$ cat src/design/pfa_pkg.sv
// ----------------------------------------------------------------------------
// pfa_pkg
// Shared types and codes of the page frame allocator.
// ----------------------------------------------------------------------------
package pfa_pkg;

  localparam logic [2:0] ST_MAPPED  = 3'd0;
  localparam logic [2:0] ST_FREED   = 3'd1;
  localparam logic [2:0] ST_UNKNOWN = 3'd2;
  localparam logic [2:0] ST_TOOBIG  = 3'd3;
  localparam logic [2:0] ST_SHORT   = 3'd4;
  localparam logic [2:0] ST_BUSY    = 3'd5;

  localparam logic REQ_ALLOC   = 1'b0;
  localparam logic REQ_RELEASE = 1'b1;

  localparam logic REG_FRAME_SIZE  = 1'b0;
  localparam logic REG_FRAME_COUNT = 1'b1;

  localparam int SIZE_W = 17;

  typedef enum logic [2:0] {
    S_IDLE,
    S_CHK_SLOT,
    S_DIV,
    S_CHK_SIZE,
    S_READ,
    S_EMIT,
    S_ERR
  } state_e;

  typedef struct packed {
    logic       load;
    logic       div_start;
    logic       start_rel;
    logic       start_alloc;
    logic       rd;
    logic       emit_page;
    logic       emit_err;
    logic [2:0] err_code;
  } cmd_t;

  typedef struct packed {
    logic req_type;
    logic slot_bad;
    logic slot_busy;
    logic rel_bad;
    logic too_large;
    logic short_frames;
    logic div_done;
    logic last_page;
    logic out_free;
  } sts_t;

endpackage

$ cat src/design/pfa_ctrl.sv
// ----------------------------------------------------------------------------
// pfa_ctrl
// Request sequencer: checks, divide wait, per-page read and emit.
// ----------------------------------------------------------------------------
module pfa_ctrl import pfa_pkg::*; (
  input  logic clk_i,
  input  logic rst_ni,
  input  logic in_valid_i,
  output logic in_ready_o,
  input  sts_t sts_i,
  output cmd_t cmd_o
);

  state_e     state_q, state_d;
  logic [2:0] err_q, err_d;

  always_ff @(posedge clk_i or negedge rst_ni) begin
    if (!rst_ni) begin
      state_q <= S_IDLE;
      err_q   <= ST_UNKNOWN;
    end else begin
      state_q <= state_d;
      err_q   <= err_d;
    end
  end

  always_comb begin
    state_d    = state_q;
    err_d      = err_q;
    cmd_o      = '0;
    cmd_o.err_code = err_q;
    in_ready_o = 1'b0;
    case (state_q)
      S_IDLE: begin
        in_ready_o = 1'b1;
        if (in_valid_i) begin
          cmd_o.load = 1'b1;
          state_d    = S_CHK_SLOT;
        end
      end
      S_CHK_SLOT: begin
        if (sts_i.slot_bad) begin
          err_d = ST_UNKNOWN; state_d = S_ERR;
        end else if (sts_i.req_type == REQ_RELEASE) begin
          if (sts_i.rel_bad) begin
            err_d = ST_UNKNOWN; state_d = S_ERR;
          end else begin
            cmd_o.start_rel = 1'b1; state_d = S_READ;
          end
        end else if (sts_i.slot_busy) begin
          err_d = ST_BUSY; state_d = S_ERR;
        end else begin
          cmd_o.div_start = 1'b1; state_d = S_DIV;
        end
      end
      S_DIV: begin
        if (sts_i.div_done) state_d = S_CHK_SIZE;
      end
      S_CHK_SIZE: begin
        if (sts_i.too_large) begin
          err_d = ST_TOOBIG; state_d = S_ERR;
        end else if (sts_i.short_frames) begin
          err_d = ST_SHORT; state_d = S_ERR;
        end else begin
          cmd_o.start_alloc = 1'b1; state_d = S_READ;
        end
      end
      S_READ: begin
        cmd_o.rd = 1'b1;
        state_d  = S_EMIT;
      end
      S_EMIT: begin
        if (sts_i.out_free) begin
          cmd_o.emit_page = 1'b1;
          state_d = sts_i.last_page ? S_IDLE : S_READ;
        end
      end
      S_ERR: begin
        if (sts_i.out_free) begin
          cmd_o.emit_err = 1'b1;
          state_d = S_IDLE;
        end
      end
      default: state_d = S_IDLE;
    endcase
  end

endmodule

$ cat src/design/pfa_dp.sv
// ----------------------------------------------------------------------------
// pfa_dp
// Datapath: registers, free list, page tables, divider and output register.
// ----------------------------------------------------------------------------
module pfa_dp import pfa_pkg::*; #(
  parameter int FRAMES     = 64,
  parameter int MAX_PAGES  = 16,
  parameter int PROC_SLOTS = 8
) (
  input  logic        clk_i,
  input  logic        rst_ni,
  input  cmd_t        cmd_i,
  output sts_t        sts_o,
  input  logic        in_type_i,
  input  logic [2:0]  in_slot_i,
  input  logic [15:0] in_size_i,
  input  logic        cfg_wr_i,
  input  logic        cfg_idx_i,
  input  logic [31:0] cfg_wdata_i,
  output logic [31:0] cfg_rdata_o,
  output logic        out_valid_o,
  input  logic        out_ready_i,
  output logic [2:0]  out_status_o,
  output logic [3:0]  out_page_o,
  output logic [25:0] out_addr_o,
  output logic        out_last_o
);

  localparam int FW   = (FRAMES > 1) ? $clog2(FRAMES) : 1;
  localparam int CNTW = $clog2(FRAMES + 1);
  localparam int PCW  = $clog2(MAX_PAGES + 1);
  localparam int SLW  = (PROC_SLOTS > 1) ? $clog2(PROC_SLOTS) : 1;
  localparam int MAPD = PROC_SLOTS * MAX_PAGES;
  localparam int MAPW = (MAPD > 1) ? $clog2(MAPD) : 1;

  logic [10:0]       fs_q;
  logic [6:0]        fc_q;
  logic              type_q;
  logic [2:0]        slot_q;
  logic [SIZE_W-1:0] size_q, quo_q;
  logic [11:0]       rem_q;
  logic [4:0]        dcnt_q;
  logic [FW-1:0]     head_q, tail_q;
  logic [CNTW-1:0]   fcnt_q;
  logic [FRAMES-1:0] vld_q;
  logic [PCW-1:0]    held_q [PROC_SLOTS];
  logic [PROC_SLOTS-1:0] used_q;
  logic [PCW-1:0]    pg_q, npg_q;
  logic [FW-1:0]     fifo_mem [FRAMES];
  logic [FW-1:0]     map_mem [MAPD];
  logic [FW-1:0]     fifo_rd_q, idx_rd_q, map_rd_q;
  logic              vld_rd_q;
  logic              ovalid_q, olast_q;
  logic [2:0]        ostat_q;
  logic [3:0]        opage_q;
  logic [25:0]       oaddr_q;

  logic [10:0]       fs;
  logic [CNTW-1:0]   effc, cfg_cnt;
  logic [SIZE_W-1:0] rsize;
  logic [SLW-1:0]    sidx;
  logic [MAPW-1:0]   maddr;
  logic [FW-1:0]     frame;
  logic [FW+10:0]    fprod;
  logic [63:0]       addr64;
  logic [11:0]       rem_sh;
  logic              push_ok;

  function automatic logic [FW-1:0] wrap_inc(input logic [FW-1:0] x);
    return (32'(x) == FRAMES - 1) ? '0 : x + FW'(1);
  endfunction

  function automatic logic [CNTW-1:0] clamp_cnt(input logic [6:0] c);
    if (c == 7'd0) return CNTW'(1);
    if (32'(c) > FRAMES) return CNTW'(FRAMES);
    return CNTW'(c);
  endfunction

  assign fs      = (fs_q == 11'd0) ? 11'd1 : fs_q;
  assign effc    = clamp_cnt(fc_q);
  assign cfg_cnt = clamp_cnt(cfg_wdata_i[6:0]);
  assign sidx    = SLW'(slot_q);
  assign maddr   = MAPW'(32'(sidx) * MAX_PAGES + 32'(pg_q));
  assign frame   = (type_q == REQ_RELEASE) ? map_rd_q : (vld_rd_q ? fifo_rd_q : idx_rd_q);
  assign fprod   = (FW + 11)'(frame * fs);
  assign addr64  = 64'(fprod) << 10;
  assign rem_sh  = {rem_q[10:0], quo_q[SIZE_W-1]};
  assign push_ok = 32'(fcnt_q) < FRAMES;

  always_comb begin
    if ({1'b0, in_size_i} < {6'd0, fs}) rsize = {6'd0, fs};
    else if (in_size_i[0])              rsize = {1'b0, in_size_i} + SIZE_W'(1);
    else                                rsize = {1'b0, in_size_i};
  end

  always_comb begin
    sts_o.req_type     = type_q;
    sts_o.slot_bad     = 32'(slot_q) >= PROC_SLOTS;
    sts_o.slot_busy    = used_q[sidx];
    sts_o.rel_bad      = !used_q[sidx] || held_q[sidx] == '0 ||
                         32'(held_q[sidx]) > MAX_PAGES;
    sts_o.too_large    = 32'(size_q) > 32'(effc) * 32'(fs) || 32'(quo_q) > MAX_PAGES;
    sts_o.short_frames = 32'(quo_q) > 32'(fcnt_q);
    sts_o.div_done     = dcnt_q == 5'd0;
    sts_o.last_page    = pg_q + PCW'(1) == npg_q;
    sts_o.out_free     = !ovalid_q || out_ready_i;
  end

  always_comb begin
    case (cfg_idx_i)
      REG_FRAME_SIZE:  cfg_rdata_o = {21'd0, fs_q};
      REG_FRAME_COUNT: cfg_rdata_o = {25'd0, fc_q};
      default:         cfg_rdata_o = '0;
    endcase
  end

  always_ff @(posedge clk_i or negedge rst_ni) begin
    if (!rst_ni) begin
      fs_q     <= 11'd2;
      fc_q     <= 7'd5;
      head_q   <= '0;
      tail_q   <= FW'(32'(clamp_cnt(7'd5)) % FRAMES);
      fcnt_q   <= clamp_cnt(7'd5);
      vld_q    <= '0;
      used_q   <= '0;
      held_q   <= '{default: '0};
      dcnt_q   <= '0;
      ovalid_q <= 1'b0;
    end else begin
      if (cfg_wr_i && cfg_idx_i == REG_FRAME_SIZE) fs_q <= cfg_wdata_i[10:0];
      if (cfg_wr_i && cfg_idx_i == REG_FRAME_COUNT) begin
        fc_q   <= cfg_wdata_i[6:0];
        head_q <= '0;
        tail_q <= (32'(cfg_cnt) == FRAMES) ? '0 : FW'(cfg_cnt);
        fcnt_q <= cfg_cnt;
        vld_q  <= '0;
        used_q <= '0;
        held_q <= '{default: '0};
      end
      if (cmd_i.div_start) begin
        dcnt_q <= 5'(SIZE_W);
      end else if (dcnt_q != 5'd0) begin
        dcnt_q <= dcnt_q - 5'd1;
      end
      if (cmd_i.emit_page) begin
        if (type_q == REQ_RELEASE) begin
          if (push_ok) begin
            vld_q[tail_q] <= 1'b1;
            tail_q <= wrap_inc(tail_q);
            fcnt_q <= fcnt_q + CNTW'(1);
          end
          if (sts_o.last_page) begin
            used_q[sidx] <= 1'b0;
            held_q[sidx] <= '0;
          end
        end else begin
          head_q <= wrap_inc(head_q);
          fcnt_q <= fcnt_q - CNTW'(1);
          if (sts_o.last_page) begin
            used_q[sidx] <= 1'b1;
            held_q[sidx] <= npg_q;
          end
        end
      end
      if (cmd_i.emit_page || cmd_i.emit_err) ovalid_q <= 1'b1;
      else if (out_ready_i)                   ovalid_q <= 1'b0;
    end
  end

  always_ff @(posedge clk_i) begin
    if (cmd_i.load) begin
      type_q <= in_type_i;
      slot_q <= in_slot_i;
      size_q <= rsize;
    end
    if (cmd_i.div_start) begin
      quo_q <= size_q;
      rem_q <= '0;
    end else if (dcnt_q != 5'd0) begin
      if (rem_sh >= {1'b0, fs}) begin
        rem_q <= rem_sh - {1'b0, fs};
        quo_q <= {quo_q[SIZE_W-2:0], 1'b1};
      end else begin
        rem_q <= rem_sh;
        quo_q <= {quo_q[SIZE_W-2:0], 1'b0};
      end
    end
    if (cmd_i.start_rel) begin
      pg_q  <= '0;
      npg_q <= held_q[sidx];
    end
    if (cmd_i.start_alloc) begin
      pg_q  <= '0;
      npg_q <= PCW'(quo_q);
    end
    if (cmd_i.emit_page) pg_q <= pg_q + PCW'(1);
    if (cmd_i.emit_page) begin
      ostat_q <= (type_q == REQ_RELEASE) ? ST_FREED : ST_MAPPED;
      opage_q <= 4'(pg_q);
      oaddr_q <= addr64[25:0];
      olast_q <= sts_o.last_page;
    end else if (cmd_i.emit_err) begin
      ostat_q <= cmd_i.err_code;
      opage_q <= '0;
      oaddr_q <= '0;
      olast_q <= 1'b1;
    end
  end

  always_ff @(posedge clk_i) begin
    if (cmd_i.rd) begin
      fifo_rd_q <= fifo_mem[head_q];
      vld_rd_q  <= vld_q[head_q];
      idx_rd_q  <= head_q;
      map_rd_q  <= map_mem[maddr];
    end
    if (cmd_i.emit_page && type_q == REQ_RELEASE && push_ok) fifo_mem[tail_q] <= frame;
    if (cmd_i.emit_page && type_q == REQ_ALLOC) map_mem[maddr] <= frame;
  end

  assign out_valid_o  = ovalid_q;
  assign out_status_o = ostat_q;
  assign out_page_o   = opage_q;
  assign out_addr_o   = oaddr_q;
  assign out_last_o   = olast_q;

endmodule

$ cat src/design/page_frame_allocator.sv
// ----------------------------------------------------------------------------
// page_frame_allocator
// FIFO free-frame list with per-slot page tables.
// ----------------------------------------------------------------------------
// Requests arrive on the s_ stream: tuser carries the request type, tdata the
// slot and size. Each page mapped or frame freed leaves on the m_ stream as
// one transfer; tlast marks the final one of a request. Rejected requests give
// a single error transfer.
// An allocate passes a slot check, the divider (one quotient bit per cycle,
// then a check that the count has run out) and a size check, then for each
// page a table or list memory read, then an emit that waits while the
// output register still holds an untaken transfer. A release passes the slot
// check, then reads and emits each page the same way. One request is handled at a time.
// Reset restores frame size 2 KB, frame count 5 and an empty set of slots;
// no clearing pass is needed. Writing the frame count register rebuilds the
// free list and frees all slots. When the receiver stalls, the output
// register holds its transfer and the sequencer waits before the next emit.
// ----------------------------------------------------------------------------
module page_frame_allocator import pfa_pkg::*; #(
  parameter int FRAMES     = 64,
  parameter int MAX_PAGES  = 16,
  parameter int PROC_SLOTS = 8
) (
  input  logic        clk_i,
  input  logic        rst_ni,
  input  logic        s_tvalid_i,
  output logic        s_tready_o,
  input  logic [23:0] s_tdata_i,  // proc_slot[2:0], req_size_kb[18:3], zero pad
  input  logic [0:0]  s_tuser_i,  // req_type[0]
  output logic        m_tvalid_o,
  input  logic        m_tready_i,
  output logic [39:0] m_tdata_o,  // status[2:0], page_index[6:3], frame_addr[32:7], pad
  output logic        m_tlast_o,
  input  logic        psel,
  input  logic        penable,
  input  logic        pwrite,
  input  logic [2:0]  paddr,
  input  logic [31:0] pwdata,
  output logic [31:0] prdata,
  output logic        pready
);

  cmd_t        cmd;
  sts_t        sts;
  logic [2:0]  ostat;
  logic [3:0]  opage;
  logic [25:0] oaddr;

  pfa_ctrl u_ctrl (
    .clk_i      (clk_i),
    .rst_ni     (rst_ni),
    .in_valid_i (s_tvalid_i),
    .in_ready_o (s_tready_o),
    .sts_i      (sts),
    .cmd_o      (cmd)
  );

  pfa_dp #(
    .FRAMES     (FRAMES),
    .MAX_PAGES  (MAX_PAGES),
    .PROC_SLOTS (PROC_SLOTS)
  ) u_dp (
    .clk_i        (clk_i),
    .rst_ni       (rst_ni),
    .cmd_i        (cmd),
    .sts_o        (sts),
    .in_type_i    (s_tuser_i[0]),
    .in_slot_i    (s_tdata_i[2:0]),
    .in_size_i    (s_tdata_i[18:3]),
    .cfg_wr_i     (psel && penable && pwrite),
    .cfg_idx_i    (paddr[2]),
    .cfg_wdata_i  (pwdata),
    .cfg_rdata_o  (prdata),
    .out_valid_o  (m_tvalid_o),
    .out_ready_i  (m_tready_i),
    .out_status_o (ostat),
    .out_page_o   (opage),
    .out_addr_o   (oaddr),
    .out_last_o   (m_tlast_o)
  );

  assign m_tdata_o = {7'd0, oaddr, opage, ostat};
  assign pready    = 1'b1;

endmodule
$ cat config.mk
export PLATFORM = sky130hd
export DESIGN_NAME = page_frame_allocator
export DESIGN_NICKNAME = d
export VERILOG_FILES = /design/src/design/pfa_pkg.sv /design/src/design/pfa_ctrl.sv /design/src/design/pfa_dp.sv /design/src/design/page_frame_allocator.sv
export SDC_FILE = /design/constraint.sdc
export NUM_CORES = 2
export LEC_CHECK = 0
export CAP_MARGIN = 20
export CORE_AREA = 3 3 451 342
export DETAILED_ROUTE_END_ITERATION = 7
export DIE_AREA = 0 0 454 345
export DONT_BUFFER_PORTS = 1
export GPL_TIMING_DRIVEN = 1
export MAX_ROUTING_LAYER = met4
export SLEW_MARGIN = 10
export SYNTH_ARGS = -nofsm -noshare
export SYNTH_HDL_FRONTEND = slang
export SYNTH_SLANG_ARGS = --single-unit
$ cat constraint.sdc
create_clock -name clk_i -period 10.55 [get_ports clk_i]
set_clock_uncertainty 0.2 [all_clocks]
set_input_delay 1.055 -clock clk_i [delete_from_list [all_inputs] [get_ports clk_i]]
set_output_delay 1.055 -clock clk_i [all_outputs]
set_load 0.1 [all_outputs]
Word level (Yosys, flattened, before mapping)
Memories as Yosys holds them, arrays and structs flattened. A register that Yosys moved wholly into a read port is not among the register bits.
Cells that the tools add are included.

word-level totals
  logic and storage cells = 243
  memories kept = 2
  latch bits = 0
  memory bits (read-only) = 0
  bits of input ports = 67
  RAM bits = 1,152
  output and inout port bits = 76
  flip-flop bits (word level) = 251

cells by class
  multipliers = 2
  shift operators = 0
  $add $sub $neg = 9
  bitwise logic cells = 10
  eq/ne operators = 17
  order comparisons = 16
  div/mod/pow operators = 0
  muxes and demuxes = 120
  reduce and logical (&&, ||, !) cells = 33

memories
  name           depth  width  rd ports  clocked after Yosys merged registers in  wr ports  line          source
  u_dp.map_mem   128    6      1         1                                        1         pfa_dp.sv:50  logic [FW-1:0] map_mem [MAPD];
  u_dp.fifo_mem  64     6      1         1                                        1         pfa_dp.sv:49  logic [FW-1:0] fifo_mem [FRAMES];

operator list
  cell                   count
  $mux 64                4
  $mux 40                5
  $mux 7                 12
  $mux 6                 12
  $or 64x64->64          1
  $pmux 32 s2            1
  $mux 26                2
  $mux 5                 10
  $mux 3                 14
  $and 40x40->40         1
  $bwmux 40              1
  $mux 8                 5
  $not 40->40            1
  $mux 1                 34
  $mux 17                2
  $mux 11                3
  $pmux 3 s7             1
  $gt 17x18->1           1
  $mul 7x11->18          1
  $add 16x1->17 const B  1
  $gt 17x5->1 const B    1
  $gt 17x7->1            1
  $lt 16x11->1           1
  $mul 6x11->16          1
  53 further kinds       91

Longest topological paths before layout
  word-level depth = 13
  gate-level depth with buffers = 28
  depth with buffers taken out = 28

By module
From an unflattened synthesis, not the netlist that was laid out.

second synthesis, totals
  cell total of the unflattened synthesis = 4,206
  area total of the unflattened synthesis = 63,475.9 sq um

by module, submodules not included
  module                cells each  seq. area each (sq um)  area each (sq um)  instances
  pfa_dp                4,140       41,433.5                62,939.1           1
  pfa_ctrl              55          151.4                   462.9              1
  page_frame_allocator  11          0.0                     73.8               1

Worst setup path before layout
No wires, ideal clock.

  path kind = register to register
  from = register u_dp.vld_rd_q
  to = register u_dp.oaddr_q[25] (netlist: u_dp.out_addr_o[25]), data pin
  required time = 10.085 ns
  setup slack = 2.317 ns
  library setup time = 0.265 ns
  data arrival time = 7.768 ns
  stages on the path, launching flop included = 18
  cells stage by stage = edfxtp_1 clkbuf_1 mux2i_1 o21ai_0 clkbuf_1 nand2_1 fa_1 fa_1 fa_1 inv_1 ha_1 a21o_1 a21o_1 a2111oi_0 nor3_1 o31ai_1 xnor2_1 nor2_1

between the ends
  word-level cells in the longest chain between the ends = 4

RTL lines
  item                    line           source
  from (decl)             pfa_dp.sv:52   logic vld_rd_q;
  from (signal assigned)  pfa_dp.sv:213  vld_rd_q <= vld_q[head_q];
  $mux 6 (2 in a row)     pfa_dp.sv:84   assign frame = (type_q == REQ_RELEASE) ? map_rd_q : (vld_rd_q ? fifo_rd_q : idx_rd_q);
  net u_dp.frame[3]       pfa_dp.sv:63   logic [FW-1:0] frame;
  $mul 6x11->16           pfa_dp.sv:85   assign fprod = (FW + 11)'(frame * fs);
  $mux 26                 pfa_dp.sv:197  if (cmd_i.emit_page) begin
  to (signal assigned)    pfa_dp.sv:200  oaddr_q <= addr64[25:0];
  to (decl)               pfa_dp.sv:56   logic [25:0] oaddr_q;

The timed path passes the listed nets, and every way through them passes these cells.
A chain may end at the register's enable or synchronous reset.

Worst setup path after layout
  from = register u_dp.fs_q[1]
  to = register u_dp.npg_q[0], data pin

between the ends
  word-level cells in the longest chain between the ends = 8

RTL lines
  item                    line            source
  from (decl)             pfa_dp.sv:36    logic [10:0] fs_q;
  from (signal assigned)  pfa_dp.sv:130   if (cfg_wr_i && cfg_idx_i == REG_FRAME_SIZE) fs_q <= cfg_wdata_i[10:0];
  $logic_not 11->1        pfa_dp.sv:79    assign fs = (fs_q == 11'd0) ? 11'd1 : fs_q;
  $mux 11 (*)             pfa_dp.sv:79
  $mul 7x11->18 (*)       pfa_dp.sv:102   sts_o.too_large = 32'(size_q) > 32'(effc) * 32'(fs) || 32'(quo_q) > MAX_PAGES;
  $gt 17x18->1 (*)        pfa_dp.sv:102
  $logic_or 1x1->1 (*)    pfa_dp.sv:102
  $mux 1 (*)              pfa_ctrl.sv:60  if (sts_i.too_large) begin
  $mux 1 (*)              pfa_ctrl.sv:33  case (state_q)
  $mux 5 (*)              pfa_dp.sv:192   if (cmd_i.start_alloc) begin
  to (signal assigned)    pfa_dp.sv:190   npg_q <= held_q[sidx];
  to (signal assigned)    pfa_dp.sv:194   npg_q <= PCW'(quo_q);
  to (decl)               pfa_dp.sv:48    logic [PCW-1:0] pg_q, npg_q;

Mark *: on every way between the ends. The rest lies on a longest branch, timed or not.

==> results.json <==
{
  "cts_buffer_depth": 3,
  "outcome": "finished, violations left",
  "drc": 0,
  "route.final.wire_length_um": 156000,
  "worstReg2RegStart": "u_dp.fs_q[1]$_DFFE_PN1P_",
  "grt-ovfl-total": 0,
  "synth_xor_area_share_pct": 0.939,
  "clk_latency_ps": 780,
  "vdd_drop_max_v": 0.000247,
  "max_slew_margin_pct": 23.4,
  "track_usage_pct": 20.3,
  "critPathMaxFanout": 17,
  "synth-async-reset-ratio_pct": 11.4,
  "fp-row-count": 123,
  "design.core.area_mm2": 0.150,
  "viasPerCell": 5.81,
  "power-per-cell-area_mw_per_mm2": 268,
  "nets": 4232,
  "synth-seq-cells": 1415,
  "fmaxAchievable_mhz": 124,
  "holdWs_ps": -6.04,
  "cts_inserted_buffers": 140,
  "min_path_type": "in2async",
  "arrival_ps": 8380,
  "cts_tree": "done",
  "hold_viol_final": 1,
  "rsz0062_at_grt": "false",
  "yosysWarnings": 0,
  "grt_antenna_before_repair": 3,
  "mostFrequentLayoutCells": "1243 x edfxtp_1, 278 x nor2_1, 261 x nand2_1, 259 x a22oi_1, 150 x dfrtp_1",
  "layout-drive-gt1-share_pct": 12.6,
  "wl_per_cell_um": 25.6,
  "syn_area_mm2": 0.0614,
  "cp-startpoint": "u_dp.fs_q[1]$_DFFE_PN1P_",
  "failed_checks": "negative hold slack",
  "first_pass_iters": 5,
  "syn_avg_cell_area_um2": 15.3,
  "cts_resized": 0,
  "seq_area_frac_synth_pct": 67.7,
  "synth_flop_cell": "edfxtp_1",
  "period_needed_ps": 8060,
  "synthSimpleGateAreaFrac_pct": 7.01,
  "drtIter0Drc": 3794,
  "dp_hpwl_um": 94100,
  "ys_top_cells_by_area": "edfxtp_1 61%, dfrtp_1 6.2%, mux4_2 5.4%",
  "fin_area_mm2": 0.0681,
  "p_leak_nw": 23.5,
  "syn_inst": 4010,
  "die_area_mm2": 0.157,
  "yosysTopAreaCellShare_pct": 60.8,
  "dr_total_vias": 35382,
  "synth_compound_area_share_pct": 9.51,
  "layout.cells.non_filler": 6088,
  "port_buffers": 0,
  "crit_type": "reg2reg",
  "cp.required_ps": 10870,
  "cts_root_buf": "clkbuf_16",
  "synthMuxAreaShare_pct": 6.86,
  "tns_ps": 0,
  "start_util_pct": 41.0,
  "grt_pass1_vias": 34521,
  "die_x_um": 454,
  "synth_cell_types": 86,
  "die_height_um": 345,
  "synth_fa_ha_area_share_pct": 4.96,
  "area.growth.synth_to_final_pct": 10.9,
  "maxCapViolations": 0,
  "setup_viol": 0,
  "final.period_utilization_pct": 76.4,
  "cp-start-kind": "register",
  "final_max_slew_viol_count": 0,
  "place_congestion": 0.838,
  "grt_pass1_wl_um": 233000,
  "clock_sinks": 1415,
  "dp_cells": 5824,
  "io_pins": 143,
  "grt_start_max_net_pins": 204,
  "htree_levels": 4,
  "synth_edf_count": 1243,
  "mostFrequentLayoutCell": "edfxtp_1",
  "synth_largest_area_cell": "edfxtp_1",
  "ant_nets": 0,
  "synth_top_family_by_area": "compound AO/OA/AOI/OAI gates",
  "tightest_slew_ps": 1150,
  "placed_cell_area_mm2": 0.0634,
  "worst_setup_path_end_kind": "register",
  "clkTransAtPathRegs_ps": 60
}
[state kept, by name, summed over array words and instances (netlist names), 7 cells and up]
| name | count |
|---|---|
| u_dp.out_addr_o | 16 |
| u_dp.vld_q | 64 |
| u_dp.fs_q | 11 |
| u_dp.size_q | 17 |
| u_dp.map_mem | 768 |
| u_dp.used_q | 8 |
| u_dp.fc_q | 7 |
| u_dp.fifo_mem | 384 |
| u_dp.fcnt_q | 7 |
| u_dp.held_q | 40 |
| u_dp.quo_q | 17 |
| u_dp.rem_q | 11 |
[worst max-delay path, stage by stage (launching register included)]
cell and delay (ps):
dfstp_2 790, nor4_1 110, a41oi_1 450, inv_1 390
nand2_1 180, fa_1 440, fa_1 490, inv_1 50
fa_1 480, inv_1 50, fa_1 470, inv_1 40
ha_1 340, o21ai_0 140, a21oi_1 290, o2111ai_1 230
and4_1 240, a2111oi_0 590, ha_1 400, nand3_1 110
nor4_1 60, and3_1 180, or4_4 600, nand3_4 150
mux2_2 350
[cell families (layout without fill, tap and decap cells)]
group                    Yosys count  count (layout)
multiplexers                     232             232
AND/OR/NAND/NOR                  901             901
AO/OA/AOI/OAI                    787             787
flip-flops                      1415            1415
buffers and inverters            413             453
adder cells (fa/ha/maj)          195             195
other                              2              40
XOR/XNOR                          65              65
[power by group]
part           total [mW]  internal [mW]  switching [mW]  leakage, nW
clock                4.99           2.78            2.22         2.23
combinational        5.48           1.92            3.55         7.79
sequential           7.77           7.13           0.645         13.5
[area by class of cell]
| class | count | area, µm² |
|---|---|---|
| Fill cell | 12908 | 81600 |
| Sequential cell | 1415 | 41600 |
| Multi-Input combinational cell | 2219 | 18300 |
| Clock buffer | 180 | 3790 |
| Tap cell | 2000 | 2500 |
| Clock inverter | 79 | 801 |
| Timing Repair Buffer | 65 | 643 |
| Inverter | 129 | 484 |
| Antenna cell | 1 | 2.50 |
[timing repair]
item                      4_1_cts  5_1_grt
hold endpoints to repair      161        0
buffers inserted                0        0
hold buffers                    1        0
[worst paths after layout]
| check | to | slack [ps] | cells past startpoint |
|---|---|---|---|
| min | u_dp.dcnt_q[4]$_DFFE_PN0P_ | -6 | 1 |
| max | u_dp.npg_q[0]$_DFFE_PP_ | 2490 | 24 |
| max reg2reg | u_dp.npg_q[0]$_DFFE_PP_ | 2490 | 24 |
| min in group clk_i | u_dp.fc_q[0]$_DFFE_PN1P_ | 160 | 2 |
| min reg2reg | u_dp.rem_q[10]$_SDFFE_PP0P_ | 270 | 2 |
| max in group asynchronous | u_dp.vld_q[12]$_DFF_PN0_ | 9170 | 1 |
[layer usage]
layer	GRT usage, %	vias to the layer above	routed length [µm]
li1	-	15440	-
met1	30.3	18289	71500
met2	27.9	1420	67400
met3	4.36	233	13300
met4	5.69	0	3530
met5	-	-	0
[Yosys cell counts, types with 71 or more instances]
cell      number
a21o_1        81
a22o_1        87
a22oi_1      259
and2_1        83
buf_2         81
clkbuf_1     137
dfrtp_1      153
edfxtp_1    1243
fa_1          81
ha_1         114
inv_1        128
mux4_2       148
nand2_1      261
nor2_1       284
o21ai_0       71
[stage by stage]
| stage | power (mW) | hold slack [ps] | worst slack (ps) | util (%) |
|---|---|---|---|---|
| after floorplan | 11.7 | 223 | 2320 | - |
| after global placement | 13.2 | 251 | 2630 | 42.3 |
| after detailed placement | 13.3 | 262 | 2500 | 42.3 |
| after CTS | 18.3 | 49.3 | 2460 | 45.4 |
| after global routing | 19.2 | 65.8 | 1900 | 45.5 |
| final | 18.2 | -6.04 | 2490 | 45.5 |
Note: power is estimated with default switching activity, not from simulation.
